[src/design/mse_pkg.sv]
package mse_pkg;

  localparam int unsigned DataW        = 32;
  localparam int unsigned DepthDefault = 64;
  localparam int unsigned MaxCntW      = 7;
  localparam int unsigned QDepth       = 2;

  typedef struct packed {
    logic [MaxCntW-1:0] count;
  } cmd_t;

endpackage

[src/design/mse_back.sv]
module mse_back import mse_pkg::*; #(
  parameter int unsigned DEPTH = DepthDefault
) (
  input  logic                     clk_i,
  input  logic                     rst_ni,
  input  logic                     empty_i,
  input  cmd_t                     cmd_i,
  output logic                     pop_o,
  output logic                     done_o,
  output logic                     we_a_o,
  output logic                     we_b_o,
  output logic [$clog2(DEPTH)-1:0] waddr_o,
  output logic [DataW-1:0]         wdata_o,
  output logic [$clog2(DEPTH)-1:0] raddr0_o,
  output logic [$clog2(DEPTH)-1:0] raddr1_o,
  input  logic [DataW-1:0]         rda0_i,
  input  logic [DataW-1:0]         rda1_i,
  input  logic [DataW-1:0]         rdb0_i,
  input  logic [DataW-1:0]         rdb1_i,
  output logic                     m_axis_tvalid_o,
  input  logic                     m_axis_tready_i,
  output logic [DataW-1:0]         m_axis_tdata_o,
  output logic                     m_axis_tlast_o
);

  localparam int unsigned AW = $clog2(DEPTH);
  localparam int unsigned CW = $clog2(DEPTH + 1);
  localparam int unsigned EW = CW + 2;

  typedef enum logic [6:0] {
    S_IDLE     = 7'b0000001,
    S_SETUP    = 7'b0000010,
    S_RD       = 7'b0000100,
    S_WR       = 7'b0001000,
    S_OUT_RD   = 7'b0010000,
    S_OUT_LD   = 7'b0100000,
    S_OUT_HOLD = 7'b1000000
  } state_e;

  state_e        state_q, state_d;
  logic [CW-1:0] n_q, n_d, lo_q, lo_d, i_q, i_d, j_q, j_d, k_q, k_d;
  logic [CW-1:0] mid_q, mid_d, hi_q, hi_d, k_inc;
  logic [EW-1:0] w_q, w_d, w2, mid_sum, hi_sum;
  logic          src_q, src_d;
  logic [DataW-1:0] rd_i, rd_j;
  logic          take_i;
  logic          out_valid_q, out_valid_d, out_last_q, out_last_d;
  logic [DataW-1:0] out_data_q, out_data_d;

  assign rd_i    = src_q ? rdb0_i : rda0_i;
  assign rd_j    = src_q ? rdb1_i : rda1_i;
  assign take_i  = (i_q < mid_q) && ((j_q >= hi_q) || ($signed(rd_i) <= $signed(rd_j)));
  assign k_inc   = k_q + CW'(1);
  assign w2      = w_q << 1;
  assign mid_sum = EW'(lo_q) + w_q;
  assign hi_sum  = EW'(lo_q) + w2;

  assign m_axis_tvalid_o = out_valid_q;
  assign m_axis_tdata_o  = out_data_q;
  assign m_axis_tlast_o  = out_last_q;

  always_comb begin
    state_d     = state_q;
    n_d         = n_q;
    lo_d        = lo_q;
    i_d         = i_q;
    j_d         = j_q;
    k_d         = k_q;
    mid_d       = mid_q;
    hi_d        = hi_q;
    w_d         = w_q;
    src_d       = src_q;
    out_valid_d = out_valid_q;
    out_last_d  = out_last_q;
    out_data_d  = out_data_q;
    pop_o       = 1'b0;
    done_o      = 1'b0;
    we_a_o      = 1'b0;
    we_b_o      = 1'b0;
    waddr_o     = k_q[AW-1:0];
    wdata_o     = take_i ? rd_i : rd_j;
    raddr0_o    = i_q[AW-1:0];
    raddr1_o    = j_q[AW-1:0];
    case (state_q)
      S_IDLE: begin
        if (!empty_i) begin
          pop_o   = 1'b1;
          n_d     = cmd_i.count[CW-1:0];
          w_d     = EW'(1);
          lo_d    = '0;
          k_d     = '0;
          src_d   = 1'b0;
          state_d = (cmd_i.count[CW-1:0] == CW'(1)) ? S_OUT_RD : S_SETUP;
        end
      end
      S_SETUP: begin
        i_d     = lo_q;
        k_d     = lo_q;
        mid_d   = (mid_sum > EW'(n_q)) ? n_q : mid_sum[CW-1:0];
        j_d     = (mid_sum > EW'(n_q)) ? n_q : mid_sum[CW-1:0];
        hi_d    = (hi_sum > EW'(n_q)) ? n_q : hi_sum[CW-1:0];
        state_d = S_RD;
      end
      S_RD: begin
        state_d = S_WR;
      end
      S_WR: begin
        we_a_o = src_q;
        we_b_o = !src_q;
        if (take_i) begin
          i_d = i_q + CW'(1);
        end else begin
          j_d = j_q + CW'(1);
        end
        k_d = k_inc;
        if (k_inc == hi_q) begin
          if (hi_q == n_q) begin
            src_d = !src_q;
            w_d   = w2;
            lo_d  = '0;
            if (w2 >= EW'(n_q)) begin
              k_d     = '0;
              state_d = S_OUT_RD;
            end else begin
              state_d = S_SETUP;
            end
          end else begin
            lo_d    = hi_q;
            state_d = S_SETUP;
          end
        end else begin
          state_d = S_RD;
        end
      end
      S_OUT_RD: begin
        raddr0_o = k_q[AW-1:0];
        state_d  = S_OUT_LD;
      end
      S_OUT_LD: begin
        out_data_d  = rd_i;
        out_last_d  = (k_inc == n_q);
        out_valid_d = 1'b1;
        state_d     = S_OUT_HOLD;
      end
      S_OUT_HOLD: begin
        if (m_axis_tready_i) begin
          out_valid_d = 1'b0;
          if (out_last_q) begin
            done_o  = 1'b1;
            state_d = S_IDLE;
          end else begin
            k_d     = k_inc;
            state_d = S_OUT_RD;
          end
        end
      end
      default: begin
        state_d = S_IDLE;
      end
    endcase
  end

  always_ff @(posedge clk_i or negedge rst_ni) begin
    if (!rst_ni) begin
      state_q     <= S_IDLE;
      out_valid_q <= 1'b0;
    end else begin
      state_q     <= state_d;
      out_valid_q <= out_valid_d;
    end
  end

  always_ff @(posedge clk_i) begin
    n_q        <= n_d;
    lo_q       <= lo_d;
    i_q        <= i_d;
    j_q        <= j_d;
    k_q        <= k_d;
    mid_q      <= mid_d;
    hi_q       <= hi_d;
    w_q        <= w_d;
    src_q      <= src_d;
    out_last_q <= out_last_d;
    out_data_q <= out_data_d;
  end

endmodule

[config.mk]
export PLATFORM = sky130hd
export DESIGN_NAME = mse_back
export DESIGN_NICKNAME = d
export VERILOG_FILES = /design/src/design/mse_pkg.sv /design/src/design/mse_back.sv
export SDC_FILE = /design/constraint.sdc
export NUM_CORES = 1
export LEC_CHECK = 0
export ABC_AREA = 1
export BUFFER_PORTS_ARGS = -buffer_cell sky130_fd_sc_hd__clkbuf_2
export CAP_MARGIN = 10
export CORE_UTILIZATION = 40
export CTS_CLUSTER_DIAMETER = 60
export DETAILED_ROUTE_END_ITERATION = 8
export GPL_TIMING_DRIVEN = 1
export MAX_ROUTING_LAYER = met4
export SLEW_MARGIN = 20
export SYNTH_ARGS = -nofsm -noshare
export SYNTH_HDL_FRONTEND = slang
export SYNTH_SLANG_ARGS = --single-unit
[constraint.sdc]
create_clock -name clk_i -period 5.15 [get_ports clk_i]
set_clock_uncertainty 0.2 [all_clocks]
set_input_delay 1.03 -clock clk_i [delete_from_list [all_inputs] [get_ports clk_i]]
set_output_delay 1.03 -clock clk_i [all_outputs]
set_load 0.05 [all_outputs]
==> flow_summary.json <==
{
  "synth_edf_count": 92,
  "die_y_um": 145,
  "post-route-util": 0.503,
  "synthCells": 1053,
  "ff2ff_path_depth": 14,
  "crit_chain": "inv_1, buf_12, or2_2, o21ai_0, ha_1, nand2_1, nor2_1, nand2_1, nor3b_2, nand2_1, nand2_1, nand2_1, nand3_4, buf_6, nand3_1, nand2_1, clkbuf_2",
  "first_global_vias": 6898,
  "place_ws_ns": 0.331,
  "drive_gt1_frac": 0.242,
  "cp-end-kind": "primary output",
  "rows": 51,
  "place_congestion": 0.840,
  "vias_per_cell": 4.92,
  "grt_max_degree": 67,
  "drc": 0,
  "setup_viol": 0,
  "status": "completed",
  "drt-total-wl_um": 24200,
  "grt_pass1_wl_um": 35900,
  "track_usage": 0.233,
  "synthFlopType": "edfxtp_1",
  "required_ns": 3.92,
  "maxSlewHeadroom": 0.272,
  "cts.sinks": 100,
  "slowest_delay_ns": 0.43,
  "synthDistinctLibCells": 50,
  "num_vias": 7544,
  "hold_path.class": "input port to asynchronous set/reset pin",
  "grt.overflow.total": 0,
  "synth_area_per_cell_um2": 7.74,
  "yosys_warnings": 0,
  "synth_top_cell_by_area": "edfxtp_1",
  "portBuffers": 226,
  "ant_nets": 0,
  "io_pins": 227,
  "coreArea_um2": 19700,
  "rsz0062_at_grt": "false",
  "dieWidth_um": 145,
  "n_antenna_cell": 0,
  "cp_slowest_cell": "edfxtp_1",
  "synth_area_leaders": "edfxtp_1 34%, nand2_1 16%, ha_1 12%",
  "insertion_delay_ns": 0.36,
  "clkTransAtPathRegs_ns": 0.07,
  "fin_ws_ns": 0.354,
  "timing.final.crit_share": 0.931,
  "hold_viol_final": 0,
  "worst-path-max-fanout": 33,
  "hpwl_um": 18800,
  "tightest_slew_ns": 1.09,
  "dr.first_iter.drc_count": 397,
  "fillers": 1968,
  "max_cap_viol_count": 0,
  "wl_per_cell_um": 15.8,
  "dp.cells": 1511,
  "cts_hold_buf": 0,
  "die_area_um2": 20900,
  "drt-pass1-iter-count": 5,
  "nets": 1484,
  "ys_ff_latch": 100,
  "fmax_mhz": 209,
  "h-tree-depth": 3,
  "instances_no_fill": 1532,
  "ys_async_sr_fraction": 0.0800,
  "cts_buffers": 9,
  "clock-root-buffer": "clkbuf_16",
  "critPathKind": "flip-flop to primary output",
  "finalSetupTns_ns": 0,
  "slew_viol_final": 0,
  "yosysSeqAreaShare": 0.364,
  "syn_nets": 1275,
  "start_kind": "flip-flop",
  "synth_area_um2": 8150,
  "antenna_found_initial": 0,
  "critPathMostFrequentCell": "nand2_1",
  "synth_top_area_frac": 0.339,
  "cts_max_path_buffers": 2,
  "syn_to_final_growth_pct": 21.8,
  "cts_tree": "done",
  "critical_path_arrival_ns": 3.57,
  "min_period_ns": 4.80,
  "initial_core_util": 0.413
}
-- registers in the layout, summed over array words and instances, names as in the netlist --
| register | flops |
|---|---|
| src_q | 1 |
| m_axis_tlast_o | 1 |
| i_q | 7 |
| hi_q | 7 |
| k_q | 7 |
| mid_q | 7 |
| n_q | 7 |
| m_axis_tdata_o | 32 |
| w_q | 9 |
| lo_q | 7 |
| m_axis_tvalid_o | 1 |
| state_q | 7 |
| j_q | 7 |
-- worst paths after layout --
kind,endpoint,slack [ns],start
max,wdata_o[13],0.35,src_q
min,m_axis_tvalid_o,0.31,rst_ni
max reg2reg,mid_q[5],1.43,lo_q[0]
min reg2reg,m_axis_tvalid_o,0.35,m_axis_tvalid_o
max in group asynchronous,state_q[0],4.19,rst_ni
min in group clk_i,m_axis_tvalid_o,0.35,m_axis_tvalid_o
-- synth_stat cells, types with 5 or more instances --
cell type,count
buf_4,13
nand2_1,340
edfxtp_1,92
nand4_1,16
nand2_2,5
o21ai_1,5
inv_1,125
dfrtp_1,7
ha_1,81
xor2_1,28
clkbuf_1,17
nor2_1,52
o21ai_0,52
or2_2,26
and2_1,7
nor3_1,9
buf_2,6
a21oi_1,42
nand3_1,78
or2_0,7
-- worst max-delay path: cells and delay by family (launching register included) --
kind            cells  cell delay [ns]
compound gates      1             0.13
flops               1             0.43
fa+ha+maj           1             0.40
buf+inv             4             0.92
simple gates       11             1.33
-- repair_timing --
action / CTS / global route
setup endpoints to repair: 0 / 29
resized for setup: 0 / 20
buffers inserted: 0 / 3
-- final cells by class --
type / instances / area [µm²] / share of cell area
clock buffer: 11 / 264 / 0.0266
clock inverter: 5 / 40.0 / 0.00404
inverter: 125 / 469 / 0.0473
multi-input combinational: 790 / 4530 / 0.456
sequential: 100 / 2960 / 0.299
tap: 265 / 332 / 0.0334
timing repair buffer: 236 / 1320 / 0.133
-- layout by cell type, fill, tap and decap left out, types with 28 or more instances in the layout --
cell,instances
inv_1,125
ha_1,81
a21oi_1,42
nand3_1,78
clkbuf_2,208
nor2_1,51
o21ai_0,52
edfxtp_1,92
xor2_1,28
nand2_1,340
-- per-layer routing --
layer	GRT usage	up-vias	wire (µm)
met1	0.285	3440	10600
li1	-	3865	-
met3	0.0388	41	1220
met2	0.392	198	11900
met4	0.0704	0	516
met5	-	-	0
-- kinds of logic after synthesis --
family	count (synthesis)	share of synthesized area
flip-flops	100	0.364
AO/OA/AOI/OAI	112	0.0731
AND/OR/NAND/NOR	559	0.307
adder cells (fa/ha/maj)	83	0.129
XOR/XNOR	35	0.0418
buffers and inverters	164	0.0852
-- metrics by stage --
step                      hold WS, ns  instance area, µm²
after floorplan                 0.304                8150
after global placement          0.313                9530
after detailed placement        0.331                9530
after CTS                       0.312                9830
after global routing            0.317                9920
final                           0.311                9920
Power is left out: the tool's default activity adds up to more than one toggle a clock period on the data nets, which glitch-free logic cannot reach.
