File: src/design/mse_pkg.sv
package mse_pkg;

  localparam int unsigned DataW        = 32;
  localparam int unsigned DepthDefault = 64;
  localparam int unsigned MaxCntW      = 7;
  localparam int unsigned QDepth       = 2;

  typedef struct packed {
    logic [MaxCntW-1:0] count;
  } cmd_t;

endpackage

File: src/design/mse_cmd_fifo.sv
module mse_cmd_fifo import mse_pkg::*; (
  input  logic clk_i,
  input  logic rst_ni,
  input  logic push_i,
  input  cmd_t push_cmd_i,
  output logic full_o,
  input  logic pop_i,
  output cmd_t pop_cmd_o,
  output logic empty_o
);

  localparam int unsigned PW = $clog2(QDepth);
  localparam int unsigned FW = $clog2(QDepth + 1);

  cmd_t          slot_q [QDepth];
  logic [PW-1:0] wptr_q, rptr_q;
  logic [FW-1:0] fill_q;

  assign full_o    = (fill_q == FW'(QDepth));
  assign empty_o   = (fill_q == '0);
  assign pop_cmd_o = slot_q[rptr_q];

  always_ff @(posedge clk_i) begin
    if (push_i && !full_o) begin
      slot_q[wptr_q] <= push_cmd_i;
    end
  end

  always_ff @(posedge clk_i or negedge rst_ni) begin
    if (!rst_ni) begin
      wptr_q <= '0;
      rptr_q <= '0;
      fill_q <= '0;
    end else begin
      if (push_i && !full_o) begin
        wptr_q <= (wptr_q == PW'(QDepth - 1)) ? '0 : wptr_q + PW'(1);
      end
      if (pop_i && !empty_o) begin
        rptr_q <= (rptr_q == PW'(QDepth - 1)) ? '0 : rptr_q + PW'(1);
      end
      case ({push_i && !full_o, pop_i && !empty_o})
        2'b10:   fill_q <= fill_q + FW'(1);
        2'b01:   fill_q <= fill_q - FW'(1);
        default: fill_q <= fill_q;
      endcase
    end
  end

endmodule

File: config.mk
export PLATFORM = sky130hd
export DESIGN_NAME = mse_cmd_fifo
export DESIGN_NICKNAME = d
export VERILOG_FILES = /design/src/design/mse_pkg.sv /design/src/design/mse_cmd_fifo.sv
export SDC_FILE = /design/constraint.sdc
export NUM_CORES = 1
export LEC_CHECK = 0
export ABC_CLOCK_PERIOD_IN_PS = 2900
export BUFFER_PORTS_ARGS = -buffer_cell sky130_fd_sc_hd__buf_2
export CAP_MARGIN = 20
export CORE_MARGIN = 2
export CORE_UTILIZATION = 35
export DETAILED_ROUTE_END_ITERATION = 10
export MAX_ROUTING_LAYER = met4
export SYNTH_ARGS = -nofsm -noshare
export SYNTH_HDL_FRONTEND = slang
export SYNTH_SLANG_ARGS = --single-unit
export TNS_END_PERCENT = 5
File: constraint.sdc
create_clock -name clk_i -period 2.9 [get_ports clk_i]
set_clock_uncertainty 0.1 [all_clocks]
set_input_delay 0.435 -clock clk_i [delete_from_list [all_inputs] [get_ports clk_i]]
set_output_delay 0.435 -clock clk_i [all_outputs]
set_load 0.02 [all_outputs]
==> results of run 1 <==
-- logic make-up after synthesis --
group	count (synthesis)	synth area share, %
multiplexers	7	11.21
XOR/XNOR	5	6.229
buffers and inverters	2	1.244
adder cells (fa/ha/maj)	1	1.779
AND/OR/NAND/NOR	7	5.518
flip-flops	18	74.02
-- power by group --
part           internal (W)  switching, W
clock             0.0000500     0.0000746
combinational      0.000130      0.000178
sequential         0.000362     0.0000511
-- final cells by class --
| type | count | area share (%) |
|---|---|---|
| tap | 27 | 3.913 |
| sequential | 18 | 60.29 |
| clock inverter | 1 | 0.4348 |
| clock buffer | 3 | 2.609 |
| timing repair buffer | 20 | 12.17 |
| inverter | 1 | 0.4348 |
| multi-input combinational | 20 | 20.14 |
-- synthesized netlist by cell type --
cell type	n
inv_1	1
edfxtp_1	14
and3_1	1
xor2_1	2
nand2_2	1
nor2b_2	1
mux2_1	7
nor2_1	3
nand2b_1	1
ha_1	1
dfrtp_1	4
xnor2_1	3
buf_2	1
-- final timing paths --
kind                           endpoint  slack [ps]
max in group asynchronous        rptr_q        2210
min in group asynchronous        wptr_q         370
setup / recovery           pop_cmd_o[1]         990
hold reg to reg                  wptr_q         400
hold / removal             slot_q[1][4]         230
setup reg to reg           slot_q[0][3]        1310
-- registers in the layout (all words and copies together), names as in the netlist --
| signal | count |
|---|---|
| rptr_q | 1 |
| slot_q | 14 |
| wptr_q | 1 |
| fill_q | 2 |
-- routing by layer --
layer	global-route usage, %	wire length, um
met3	3.067	61
met1	12.42	471
met5	-	0
met4	5.714	22
met2	16.44	496
-- critical path, cell delays in order (launching register included) --
cell and delay, ps:
dfrtp_1 560, mux2_1 360, buf_2 160
-- repair_timing --
item	CTS	global route
hold buffers	1	0
endpoints found under the hold margin	4	0
gates resized for setup	0	0
-- metrics by stage --
stage	setup WS, ps	hold WS, ps
finish	993.5	229.5
detailed placement	1286	149.3
global placement	1294	150.2
global route	917.3	216.9
CTS	963.2	223.1
floorplan	1271	39.41
==> results.cfg, run 1 <==
[run_status]
status = finished clean

[grt]
grt_pass1_vias = 401
grt_max_degree = 11
grt_first_pass_wirelength_um = 1807
antenna_found_initial = 0
grt_use_total_pct = 10.58
globalRoute.totalOverflow = 0

[layout]
nFillCells = 190
area_delta_synth_final_pct = 22.78
layout_commonest_cell = buf_2
fin_area_um2 = 863.3
insertedDiodeCount = 0
final_util_pct = 44.92
layout_common_cells = 19 x buf_2, 14 x edfxtp_1, 7 x mux2_1, 4 x dfrtp_1
drive_above_1_share_pct = 38.10
area.sequential_um2 = 520.5
final_cells = 90
finalNetCount = 76
multi_input_area_um2 = 173.9

[floorplan]
fp.dieH_um = 48.82
fp-row-count = 16
io_pins = 20
start_util_pct = 36.59
coreArea_um2 = 1922
dieArea_um2 = 2383
die_w_um = 48.82

[sta]
hold_viol_final = 0
fin_crit_ps = 1907
fmax_mhz = 524.5
drv_slew = 0
rsz0062_at_grt = no
worstMarginPinSlew_ps = 568.7
setup_viol_count_final = 0
layout_worst_path_cycle_share_pct = 65.74
fin_tns_setup_ps = 0
slew_headroom_pct = 61.95

[synth]
ys_ff_latch = 18
yosysWarnings = 0
synthTopCellsByArea = edfxtp_1 60%, dfrtp_1 14%, mux2_1 11%, xnor2_1 3.7%, xor2_1 2.5%
synth.distinct_cells = 13
ys_seq_area_share_pct = 74.02
synth.avg_cell_area_um2 = 17.58
yosysTopAreaCellShare_pct = 59.79
syn-num-nets = 52
postSynthCellCount = 40
netlist_area_um2 = 703.2
synth_area_leader_cell = edfxtp_1

[clock_network]
root_buffer = clkbuf_4
post_cts_buffers = 0
cts-buffers-inserted = 3
insertion_delay_ps = 290
cts_tree = yes
clkSlewWorstSetupHoldPaths_ps = 100
cts_num_sinks = 18
htree_levels = 1
cts_buffer_depth = 2

[setup_path]
path_class = flip-flop to output pin
arrival_ps = 1370
worstReg2RegStart = fill_q[0]
crit_path_start_kind = flip-flop
cp-end-kind = output pin
r2r_cells = 3
worst-path-max-fanout = 8
worstPathRequired_ps = 2370
cp-startpoint = rptr_q

[placement]
dpl_cell_area_um2 = 827.0
routabilityCongestion = 0.6302
port_buffers = 19
dp_hpwl_um = 764.2
place_inst = 85

[route]
avgRoutedWirePerCell_um = 11.68
drc = 0
via_per_inst = 4.167
first_pass_iters = 3
vias = 375
drt_iter0_markers = 4
drtAntennaViolNets = 0
totalWireLength_um = 1051

[power_and_ir_drop]
leakage_nw = 0.3527
power_w = 0.0008465
peakVddDrop_mv = 0.4448
power_density_nw_per_um2 = 980.5

[min_path]
hold_class = input port to flip-flop
hp-start = push_cmd_i[4]
hold_depth = 1

[flow_run]
maxCapViolations = 0
(Power assumes the default switching activity.)
==> inputs of run 2 (changes only) <==
--- a/config.mk
+++ b/config.mk
@@ -5,7 +5,8 @@
 export SDC_FILE = /design/constraint.sdc
 export NUM_CORES = 1
 export LEC_CHECK = 0
-export ABC_CLOCK_PERIOD_IN_PS = 2900
+export ABC_AREA = 1
+export ABC_CLOCK_PERIOD_IN_PS = 1500
 export BUFFER_PORTS_ARGS = -buffer_cell sky130_fd_sc_hd__buf_2
 export CAP_MARGIN = 20
 export CORE_MARGIN = 2
==> constraint.sdc (replaced) <==
create_clock -name clk_i -period 1.5 [get_ports clk_i]
set_clock_uncertainty 0.1 [all_clocks]
set_input_delay 0.225 -clock clk_i [delete_from_list [all_inputs] [get_ports clk_i]]
set_output_delay 0.225 -clock clk_i [all_outputs]
set_load 0.02 [all_outputs]
==> results.cfg, run 2 <==
[layout]
drive_above_1_share_pct = 44.66
final_cells = 130
largest_reg_flops = 14
insertedDiodeCount = 0
top_register = slot_q
layout_common_cells = 24 x nand2_1, 14 x buf_2, 14 x edfxtp_1, 8 x buf_6, 7 x nand2_2
finalNetCount = 116
top_regs = slot_q x14, fill_q x2
area_delta_synth_final_pct = 41.64
layout_commonest_cell = nand2_1

[sta]
worstMarginPinSlew_ps = 298.9
layout_worst_path_cycle_share_pct = 97.74
rsz0062_at_grt = yes
fin_ws_ps = 33.94
fin_crit_ps = 1466
setup_viol_count_final = 0
drv_slew = 0
fmax_mhz = 682.1
hold_viol_final = 0
slew_headroom_pct = 80.05

[floorplan]
coreArea_um2 = 2002
die_w_um = 50.70
fp.dieH_um = 50.70
io_pins = 20
start_util_pct = 38.13
fp-row-count = 16
dieArea_um2 = 2570

[route]
totalWireLength_um = 1436
avgRoutedWirePerCell_um = 11.05
drc = 0
drtAntennaViolNets = 0
vias = 559
drt_iter0_markers = 6
first_pass_iters = 4
via_per_inst = 4.300

[power_and_ir_drop]
peakVddDrop_mv = 0.7555
leakage_nw = 0.5010
power_density_nw_per_um2 = 1977

[synth]
yosysWarnings = 0
async_flop_share_pct = 22.22
synth_area_leader_cell = edfxtp_1
synth.distinct_cells = 14
postSynthCellCount = 69
synth.avg_cell_area_um2 = 11.06
synth.top_cells.by_count = 28 x nand2_1, 14 x edfxtp_1, 7 x inv_1
synth_edf_count = 14
yosysTopAreaCellShare_pct = 55.08
ys_seq_area_share_pct = 68.20
synthTopCellsByArea = edfxtp_1 55%, nand2_1 14%, dfrtp_1 13%, inv_1 3.4%, buf_12 2.6%
synthMostInstantiatedCell = nand2_1
syn-num-nets = 81
netlist_area_um2 = 763.2
synth_ff_type = edfxtp_1
ys_ff_latch = 18

[clock_network]
htree_levels = 1
insertion_delay_ps = 290
cts_num_sinks = 18
root_buffer = clkbuf_4
cts_buffer_depth = 2
cts-buffers-inserted = 3
clkSlewWorstSetupHoldPaths_ps = 100
cts_tree = yes

[flow_run]
maxCapViolations = 0

[placement]
port_buffers = 19
dp_hpwl_um = 916
place_inst = 116
place_ws_ps = 20.64
routabilityCongestion = 0.7779

[run_status]
status = finished clean

[grt]
grt_pass1_vias = 525
globalRoute.totalOverflow = 0
grt_use_total_pct = 12.71
grt_max_degree = 11
antenna_found_initial = 0
grt_first_pass_wirelength_um = 2152

[setup_path]
path_class = flip-flop to output pin
cp-end-kind = output pin
worstPathRequired_ps = 1170
crit_path_start_kind = flip-flop
arrival_ps = 1140
worst-path-max-fanout = 4

[min_path]
hold_class = input port to flip-flop
==> run 2: changes by cell type in the layout (fill, tap and decap cells not counted), sizes merged, moves of 2 or more <==
cell	previous run	this run
xnor2	3	1
xor2	2	0
dlygate4sd3	1	5
mux2	7	0
nand2	1	31
nand3	0	3
inv	1	9
buf	19	26
==> run 2: where the power goes <==
part | total (W) | internal (W) | leakage, nW | switching, W
Sequential | 0.000783 | 0.000702 | 0.176 | 0.0000815
Clock | 0.000239 | 0.0000967 | 0.0154 | 0.000142
Combinational | 0.00112 | 0.000496 | 0.310 | 0.000620
Total | 0.00214 | 0.00129 | 0.501 | 0.000843
==> run 2: worst paths after layout <==
check / startpoint / end / slack [ps] / depth (start not counted)
worst max-delay path: rptr_q / pop_cmd_o[5] / 30 / 4
worst min-delay path: push_cmd_i[1] / slot_q[1][1] / 20 / 1
worst max register to register: fill_q[1] / fill_q[1] / 50 / 8
worst min register to register: wptr_q / wptr_q / 400 / 2
max in group asynchronous: rst_ni / rptr_q / 990 / 2
min in group asynchronous: rst_ni / fill_q[0] / 170 / 2
==> run 2: area by class of cell <==
| cell class | count | area (um^2) |
|---|---|---|
| fillers | 175 | 920.9 |
| flip-flops and latches | 18 | 523.0 |
| repair buffers | 31 | 240.2 |
| multi-input cells | 40 | 215.2 |
| inverters | 10 | 42.54 |
| well taps | 27 | 33.78 |
| clock buffers | 3 | 22.52 |
| clock inverters | 1 | 3.754 |
==> run 2: per-stage QoR <==
stage	hold slack [ps]	cell area, um^2	TNS [ps]	utilization, %	total power, W
after CTS	0.06087	964.7	0	48.19	0.001959
after global routing	1.612	1081	-89.02	54.00	0.002294
after global placement	-59.96	887.1	0	44.31	0.001565
after detailed placement	-57.85	887.1	0	44.31	0.001587
final	17.20	1081	0	54.00	0.002137
after floorplan	-170.6	763.2	0	-	0.001376
==> run 2: repair_timing <==
action / in CTS / in global routing
hold buffers: 1 / 4
setup endpoints to repair: 8 / 9
endpoints found under the hold margin: 4 / 7
resized for setup: 7 / 18
buffers inserted: 4 / 2
pin swaps: 1 / 4
==> run 2: worst max-delay path, stage by stage, from the launching register on <==
cell	delay, ps
dfrtp_2	470
buf_6	140
nand2_1	60
nand2_1	60
buf_6	130
==> run 2: cell families after synthesis <==
| kind of cell | count (synthesis) | synth area share, % |
|---|---|---|
| and+or+nand+nor | 37 | 20.33 |
| DFF | 18 | 68.20 |
| buffers and inverters | 11 | 7.542 |
| AOI/OAI and AO/OA | 1 | 1.148 |
| xor gates and xnor gates | 1 | 1.148 |
| adders and majority gates | 1 | 1.639 |
==> run 2: layer usage <==
layer / global-route usage (%) / routed length [um] / vias up
met5: - / 0 / -
met4: 10.81 / 27 / 0
met3: 3.571 / 51 / 2
met2: 19.30 / 734 / 10
met1: 13.65 / 622 / 259
li1: - / - / 288
