## config.mk

```make
export PLATFORM = sky130hd
export DESIGN_NAME = mse_front
export DESIGN_NICKNAME = d
export VERILOG_FILES = /design/src/design/mse_pkg.sv /design/src/design/mse_front.sv
export SDC_FILE = /design/constraint.sdc
export NUM_CORES = 1
export LEC_CHECK = 0
export ABC_AREA = 0
export ABC_CLOCK_PERIOD_IN_PS = 2400
export BUFFER_PORTS_ARGS = -buffer_cell sky130_fd_sc_hd__clkbuf_2
export CORE_MARGIN = 1
export CORE_UTILIZATION = 29
export CTS_CLUSTER_DIAMETER = 200
export DETAILED_ROUTE_END_ITERATION = 12
export GPL_ROUTABILITY_DRIVEN = 0
export PLACE_DENSITY = 0.69
export SYNTH_ARGS = -nofsm -noshare
export SYNTH_HDL_FRONTEND = slang
export SYNTH_SLANG_ARGS = --single-unit
```

## constraint.sdc

```tcl
create_clock -name clk_i -period 2.4 [get_ports clk_i]
set_clock_uncertainty 0.05 [all_clocks]
set_input_delay 0.12 -clock clk_i [delete_from_list [all_inputs] [get_ports clk_i]]
set_output_delay 0.12 -clock clk_i [all_outputs]
set_load 0.005 [all_outputs]
```

## src/design/mse_pkg.sv

```systemverilog
package mse_pkg;

  localparam int unsigned DataW        = 32;
  localparam int unsigned DepthDefault = 64;
  localparam int unsigned MaxCntW      = 7;
  localparam int unsigned QDepth       = 2;

  typedef struct packed {
    logic [MaxCntW-1:0] count;
  } cmd_t;

endpackage

```

## src/design/mse_front.sv

```systemverilog
module mse_front import mse_pkg::*; #(
  parameter int unsigned DEPTH = DepthDefault
) (
  input  logic                     clk_i,
  input  logic                     rst_ni,
  input  logic                     s_axis_tvalid_i,
  output logic                     s_axis_tready_o,
  input  logic [DataW-1:0]         s_axis_tdata_i,
  input  logic                     s_axis_tlast_i,
  output logic                     we_o,
  output logic [$clog2(DEPTH)-1:0] waddr_o,
  output logic [DataW-1:0]         wdata_o,
  output logic                     push_o,
  output cmd_t                     push_cmd_o,
  input  logic                     full_i,
  input  logic                     done_i
);

  localparam int unsigned AW = $clog2(DEPTH);
  localparam int unsigned CW = $clog2(DEPTH + 1);

  logic [CW-1:0] count_q, count_d, count_inc;
  logic          busy_q, busy_d;
  logic          accept;

  assign s_axis_tready_o = !busy_q && !full_i;
  assign accept          = s_axis_tvalid_i && s_axis_tready_o;
  assign count_inc       = count_q + CW'(1);

  assign we_o    = accept;
  assign waddr_o = count_q[AW-1:0];
  assign wdata_o = s_axis_tdata_i;

  always_comb begin
    count_d          = count_q;
    busy_d           = busy_q;
    push_o           = 1'b0;
    push_cmd_o.count = MaxCntW'(count_inc);
    if (done_i) begin
      busy_d = 1'b0;
    end
    if (accept) begin
      if (s_axis_tlast_i || (count_inc == CW'(DEPTH))) begin
        push_o  = 1'b1;
        count_d = '0;
        busy_d  = 1'b1;
      end else begin
        count_d = count_inc;
      end
    end
  end

  always_ff @(posedge clk_i or negedge rst_ni) begin
    if (!rst_ni) begin
      count_q <= '0;
      busy_q  <= 1'b0;
    end else begin
      count_q <= count_d;
      busy_q  <= busy_d;
    end
  end

endmodule

```

==> results of run 1 <==
## final timing paths
check / end / cells after the start / slack [ps]
max: push_o / 6 / 230
min: busy_q / 4 / 140
max reg2reg: count_q[6] / 5 / 580
min reg2reg: count_q[6] / 1 / 560
max in group asynchronous: busy_q / 2 / 1920
min in group asynchronous: count_q[5] / 2 / 190
## sequential cells by signal (all words and copies together) (netlist names)
| name | count |
|---|---|
| count_q | 7 |
| busy_q | 1 |
## stage by stage
stage               area [µm²]  utilization, %  power (mW)  worst slack, ps
floorplan                  896               -       0.273              719
global placement           711            24.9       0.255              564
detailed placement         711            24.9       0.256              507
CTS                        743            26.1       0.362              227
global route               743            26.1       0.380              117
finish                     743            26.1       0.359              234
## power by group through the flow
stage               logic, mW  registers, mW  clock network (mW)
floorplan               0.113          0.161                   0
global placement       0.0888          0.166                   0
detailed placement     0.0887          0.168                   0
CTS                    0.0901          0.165               0.107
global route           0.0965          0.168               0.115
finish                 0.0881          0.166               0.105
## placed cells by master (no fill, tap or decap)
master / count
nor2_1: 4
or2b_1: 2
nand3_1: 3
o21ai_0: 3
clkbuf_2: 21
a31o_1: 1
and2_1: 1
a211oi_1: 1
dfrtp_1: 8
and2_4: 1
and4_1: 3
inv_1: 2
or3b_1: 2
xnor2_1: 3
a22o_1: 2
o21bai_1: 1
o211ai_1: 2
nor2b_1: 1
a22oi_1: 1
clkbuf_4: 3
a32o_1: 1
a21oi_1: 5
and3_4: 1
nand2_1: 3
xor2_1: 3
nor2_8: 1
o2111ai_1: 1
ha_1: 1
o21ai_1: 3
inv_2: 1
dlygate4sd3_1: 1
## what timing repair did
action / 4_1_cts / 5_1_grt
hold buffers: 1 / 0
endpoints found under the setup margin: 0 / 0
endpoints found under the hold margin: 8 / 0
## routing by layer
layer | GRT usage, % | vias to the layer above
li1 | - | 281
met2 | 13.8 | 36
met5 | 0 | -
met1 | 12.8 | 258
met3 | 5.22 | 12
met4 | 3.48 | 0
## worst max-delay path, delay by kind of cell (launching register included)
| family | cells | cell delay (ps) |
|---|---|---|
| xor+xnor | 1 | 210 |
| fa+ha+maj | 1 | 330 |
| compound gates | 2 | 410 |
| flops | 1 | 440 |
| buf+inv | 1 | 130 |
| simple gates | 1 | 230 |
## cells by family after synthesis
family | Yosys count | synth area share (%)
XOR/XNOR | 6 | 5.87
AO/OA/AOI/OAI | 21 | 15.4
adder cells (fa/ha/maj) | 1 | 1.40
buffers and inverters | 46 | 38.0
AND/OR/NAND/NOR | 22 | 17.0
flip-flops | 8 | 22.3
## cells in the mapped netlist (2+ instances only)
library cell / number
dfrtp_1: 8
o21ai_0: 3
nor2_1: 4
nand2_1: 3
buf_6: 3
o21ai_1: 3
xnor2_1: 3
or2b_1: 2
o211ai_1: 2
or3b_1: 2
buf_2: 2
nand3_1: 3
inv_1: 2
a21oi_1: 5
and4_1: 3
a22o_1: 2
buf_4: 38
xor2_1: 3
## final cells by class
cell class                      count  area, µm²
Sequential cell                     8        200
Clock buffer                        3       22.5
Tap cell                           31       38.8
Inverter                            3       11.3
Multi-Input combinational cell     50        355
Fill cell                         313       2110
Timing Repair Buffer               22        115
==> qor.yml, run 1 <==
crit_path_max_fanout: 7
rsz0062_at_grt: "no"
routed.top_layer: "met4"
antenna_found_initial: 0
dr.pass1.iters: 8
rows: 19
synth_largest_area_cell: "buf_4"
p_switching_uw: 113
track_usage_pct: 9.84
clkPwrFrac_pct: 29.3
antenna_cells: 0
required_ps: 2230
r2r-start: "count_q[0]"
swShare_pct: 31.5
drive_gt1_share_pct: 32.6
synth-async-reset-ratio_pct: 100
grt_pass1_wl_mm: 2.50
drc_errors: 6
hold_start: "done_i"
wl_met3_um: 227
clkTransAtPathRegs_ps: 60
drt_wl_total_mm: 1.66
worst_pin_slew_ps: 461
netlist.area_leader.share_pct: 31.8
start_util_pct: 31.4
clk_root_buffer_cell: "clkbuf_4"
stdcell_count: 117
die_area_mm2: 0.00332
critPathLaunchType: "flop"
setup_viol: 0
hold_ws_ps: 141
violations: "design-rule violations"
post_synth_num_cell_types: 31
post_cts_buffers: 0
synth_cells: 104
die_width_um: 57.6
pwr-share-seq_pct: 46.2
crit_type: "flop to primary output"
leakage_nw: 0.381
placed_cells: 113
synth-edff-count: 0
seq_area_frac_synth_pct: 22.3
io-pin-count: 86
nNetsFinal: 127
die_y_um: 57.6
overflow: 0
timing.slew.headroom_pct: 69.3
cp_slowest_cell: "dfrtp_1"
portBuffers: 21
power.internal_uw: 246
grt_start_max_net_pins: 10
ir_drop_mv: 0.170
cts.sinks: 8
clock_latency_ps: 250
syn_area_um2: 896
tns_ps: 0
syn_nets: 143
grt_pass1_vias: 517
syn_area_per_cell_um2: 8.61
wl_met2_um: 700
comb_power_share_pct: 24.5
cts_inserted_buffers: 3
crit_chain: "ha_1 > xor2_1 > and4_1 > o21bai_1 > a21oi_1 > clkbuf_2"
critPathCaptureType: "primary output"
ant_nets: 0
htreeDepth: 1
finalCritPeriodShare_pct: 90.2
core_area_mm2: 0.00285
slowest_delay_ps: 440
min_path_type: "primary input to flop"
yosys_warnings: 0
crit_path_start: "count_q[0]"
route.vias.total: 587
drv_cap: 0
synth_seq_cells: 8
max_freq_ghz: 0.462
cts-resized-gates: 0
wl_per_cell_um: 14.1
hpwlAfterDp_mm: 1.30
slew_viol_final: 0
clk_path_buf_depth: 2
drt_iter0_drc: 39
synth_flop_cell: "dfrtp_1"
hold_violations: 0
cts_tree: "done"
synthTopCellsByArea: "buf_4, dfrtp_1, buf_6"
status: "finished with violations"
wl_met1_um: 685
arrival_ps: 2000
fin_crit_ps: 2170
p_per_area_mw_per_mm2: 483
vias_per_cell: 5.02
area_delta_synth_final_pct: -17.0
(Power assumes the default switching activity.)
==> run 2, diff against run 1 <==
- ABC_CLOCK_PERIOD_IN_PS: 2400 -> 2160
- clock period: 2.4 -> 2.16 ns (I/O delays scaled with it)
==> run 2 against run 1 <==
Against the previous run:
- the run still ends with design-rule violations left
- register-to-register slack worse by 110 ps
- routed wire length grew 2.5%
- combinational power up 18%
- critical path type unchanged
- largest power group unchanged
==> qor.yml, run 2 (synthesis gave the netlist of run 1 again) <==
status: "finished with violations"
violations: "design-rule violations"
portBuffers: 21  # unchanged
post_cts_buffers: 0  # unchanged
core_area_mm2: 0.00285  # unchanged
timing.slew.headroom_pct: 70.4  # +1.1 points
antenna_cells: 0  # unchanged
crit_type: "flop to primary output"
cts_tree: "done"
holdPathStages: 4  # unchanged
required_ps: 2000  # -230 ps
reg_top3: "count_q x7, busy_q x1"
min_path_type: "primary input to flop"
drt_iter0_drc: 33  # -15%
arrival_ps: 1820  # -180 ps
fin_crit_ps: 1970
grt_start_max_net_pins: 10  # unchanged
critPathLaunchType: "flop"
cts.sinks: 8  # unchanged
clk_root_buffer_cell: "clkbuf_4"
track_usage_pct: 10.1  # +0.28 points
p_per_area_mw_per_mm2: 545  # +13%
start_util_pct: 31.4  # unchanged
hpwlAfterDp_mm: 1.29  # -1.0%
die_area_mm2: 0.00332  # unchanged
largest_reg_flops: 7  # unchanged
tns_ps: 0  # unchanged
hold_violations: 0  # unchanged
top_register: "count_q"
die_y_um: 57.6  # unchanged
ant_nets: 0  # unchanged
hold_ws_ps: 123  # -18.1 ps
wl_per_cell_um: 14.5  # +2.5%
drive_gt1_share_pct: 34.9  # +2.3 points
die_width_um: 57.6  # unchanged
htreeDepth: 1  # unchanged
crit_path_max_fanout: 7  # unchanged
area_delta_synth_final_pct: -15.2
cts_inserted_buffers: 3  # unchanged
drv_cap: 0  # unchanged
nNetsFinal: 127  # unchanged
setup_viol: 0  # unchanged
antenna_found_initial: 0  # unchanged
fillCellCount: 305  # -2.6%
clock_latency_ps: 260  # about the same
ff2ff_path_depth: 5  # unchanged
cp_slowest_cell: "dfrtp_1"
route.vias.total: 617  # +5.1%
ir_drop_mv: 0.158  # -7.0%
max_freq_ghz: 0.507
drt_wl_total_mm: 1.70  # +2.5%
rsz0062_at_grt: "no"
rows: 19  # unchanged
drc_errors: 6  # unchanged
io-pin-count: 86  # unchanged
slew_viol_final: 0  # unchanged
grt_pass1_vias: 523  # +1.2%
worst_pin_slew_ps: 444  # -16.4 ps
final_cell_mix: "clkbuf_2, dfrtp_1, a21oi_1"
clkTransAtPathRegs_ps: 60  # about the same
grt_pass1_wl_mm: 2.50  # +0.28%
layout_commonest_cell: "clkbuf_2"
finalCritPeriodShare_pct: 91.4
crit_chain: "ha_4 > xor2_1 > and4_1 > o21bai_2 > a21oi_1 > clkbuf_2"
dr.pass1.iters: 8  # unchanged
clk_path_buf_depth: 2  # unchanged
overflow: 0  # unchanged
vias_per_cell: 5.27  # +5.1%
slowest_delay_ps: 470  # +30 ps
critPathCaptureType: "primary output"
leakage_nw: 0.370  # -2.9%
-- run 2: critical path, delay by kind of cell (launching register included) --
| family | cells | cell delay [ps] |
|---|---|---|
| compound gates | 2 | 270 |
| xor+xnor | 1 | 190 |
| flops | 1 | 470 |
| buf+inv | 1 | 130 |
| simple gates | 1 | 260 |
| fa+ha+maj | 1 | 220 |
-- run 2: path summary, 6_finish.rpt --
path	from	endpoint	slack [ps]
max	count_q[0]	push_o	190
min	done_i	busy_q	120
max reg2reg	count_q[0]	count_q[6]	470
min reg2reg	count_q[6]	count_q[6]	570
max in group asynchronous	rst_ni	count_q[6]	1700
min in group asynchronous	rst_ni	count_q[4]	170
-- run 2: repair_timing --
| action | 4_1_cts | 5_1_grt |
|---|---|---|
| hold buffers | 1 | 0 |
| gates resized for setup | 0 | 3 |
| endpoints found under the setup margin | 0 | 1 |
| endpoints found under the hold margin | 8 | 0 |
-- run 2: report_power, final --
group	switching (mW)	leakage [nW]	internal [mW]
Clock	0.0582	0.0138	0.0641
Sequential	0.0257	0.109	0.162
Combinational	0.0504	0.247	0.0534
-- run 2: cell type report --
| class | instances | area [µm²] | share of cell area [%] |
|---|---|---|---|
| Clock buffer | 3 | 22.5 | 2.97 |
| Inverter | 3 | 11.3 | 1.48 |
| Multi-Input combinational cell | 50 | 372 | 48.9 |
| Sequential cell | 8 | 200 | 26.4 |
| Tap cell | 31 | 38.8 | 5.11 |
| Timing Repair Buffer | 22 | 115 | 15.2 |
-- run 2: metal layers --
layer,global-route usage [%],vias up,wire [µm]
met5,0,-,0
met4,8.01,0,66
met3,5.67,16,280
met1,12.2,272,631
met2,13.0,48,719
li1,-,281,-
-- run 2: stage by stage --
stage          cell area [µm²]  power, mW  worst slack, ps  utilization (%)  cells
2_1_floorplan              896      0.304              479                -    104
3_3_place_gp               711      0.283              335             24.9    113
3_5_place_dp               711      0.284              289             24.9    113
4_1_cts                    743      0.407             2.89             26.1    117
5_1_grt                    759      0.440             32.8             26.6    117
6_report                   759      0.414              186             26.6    117
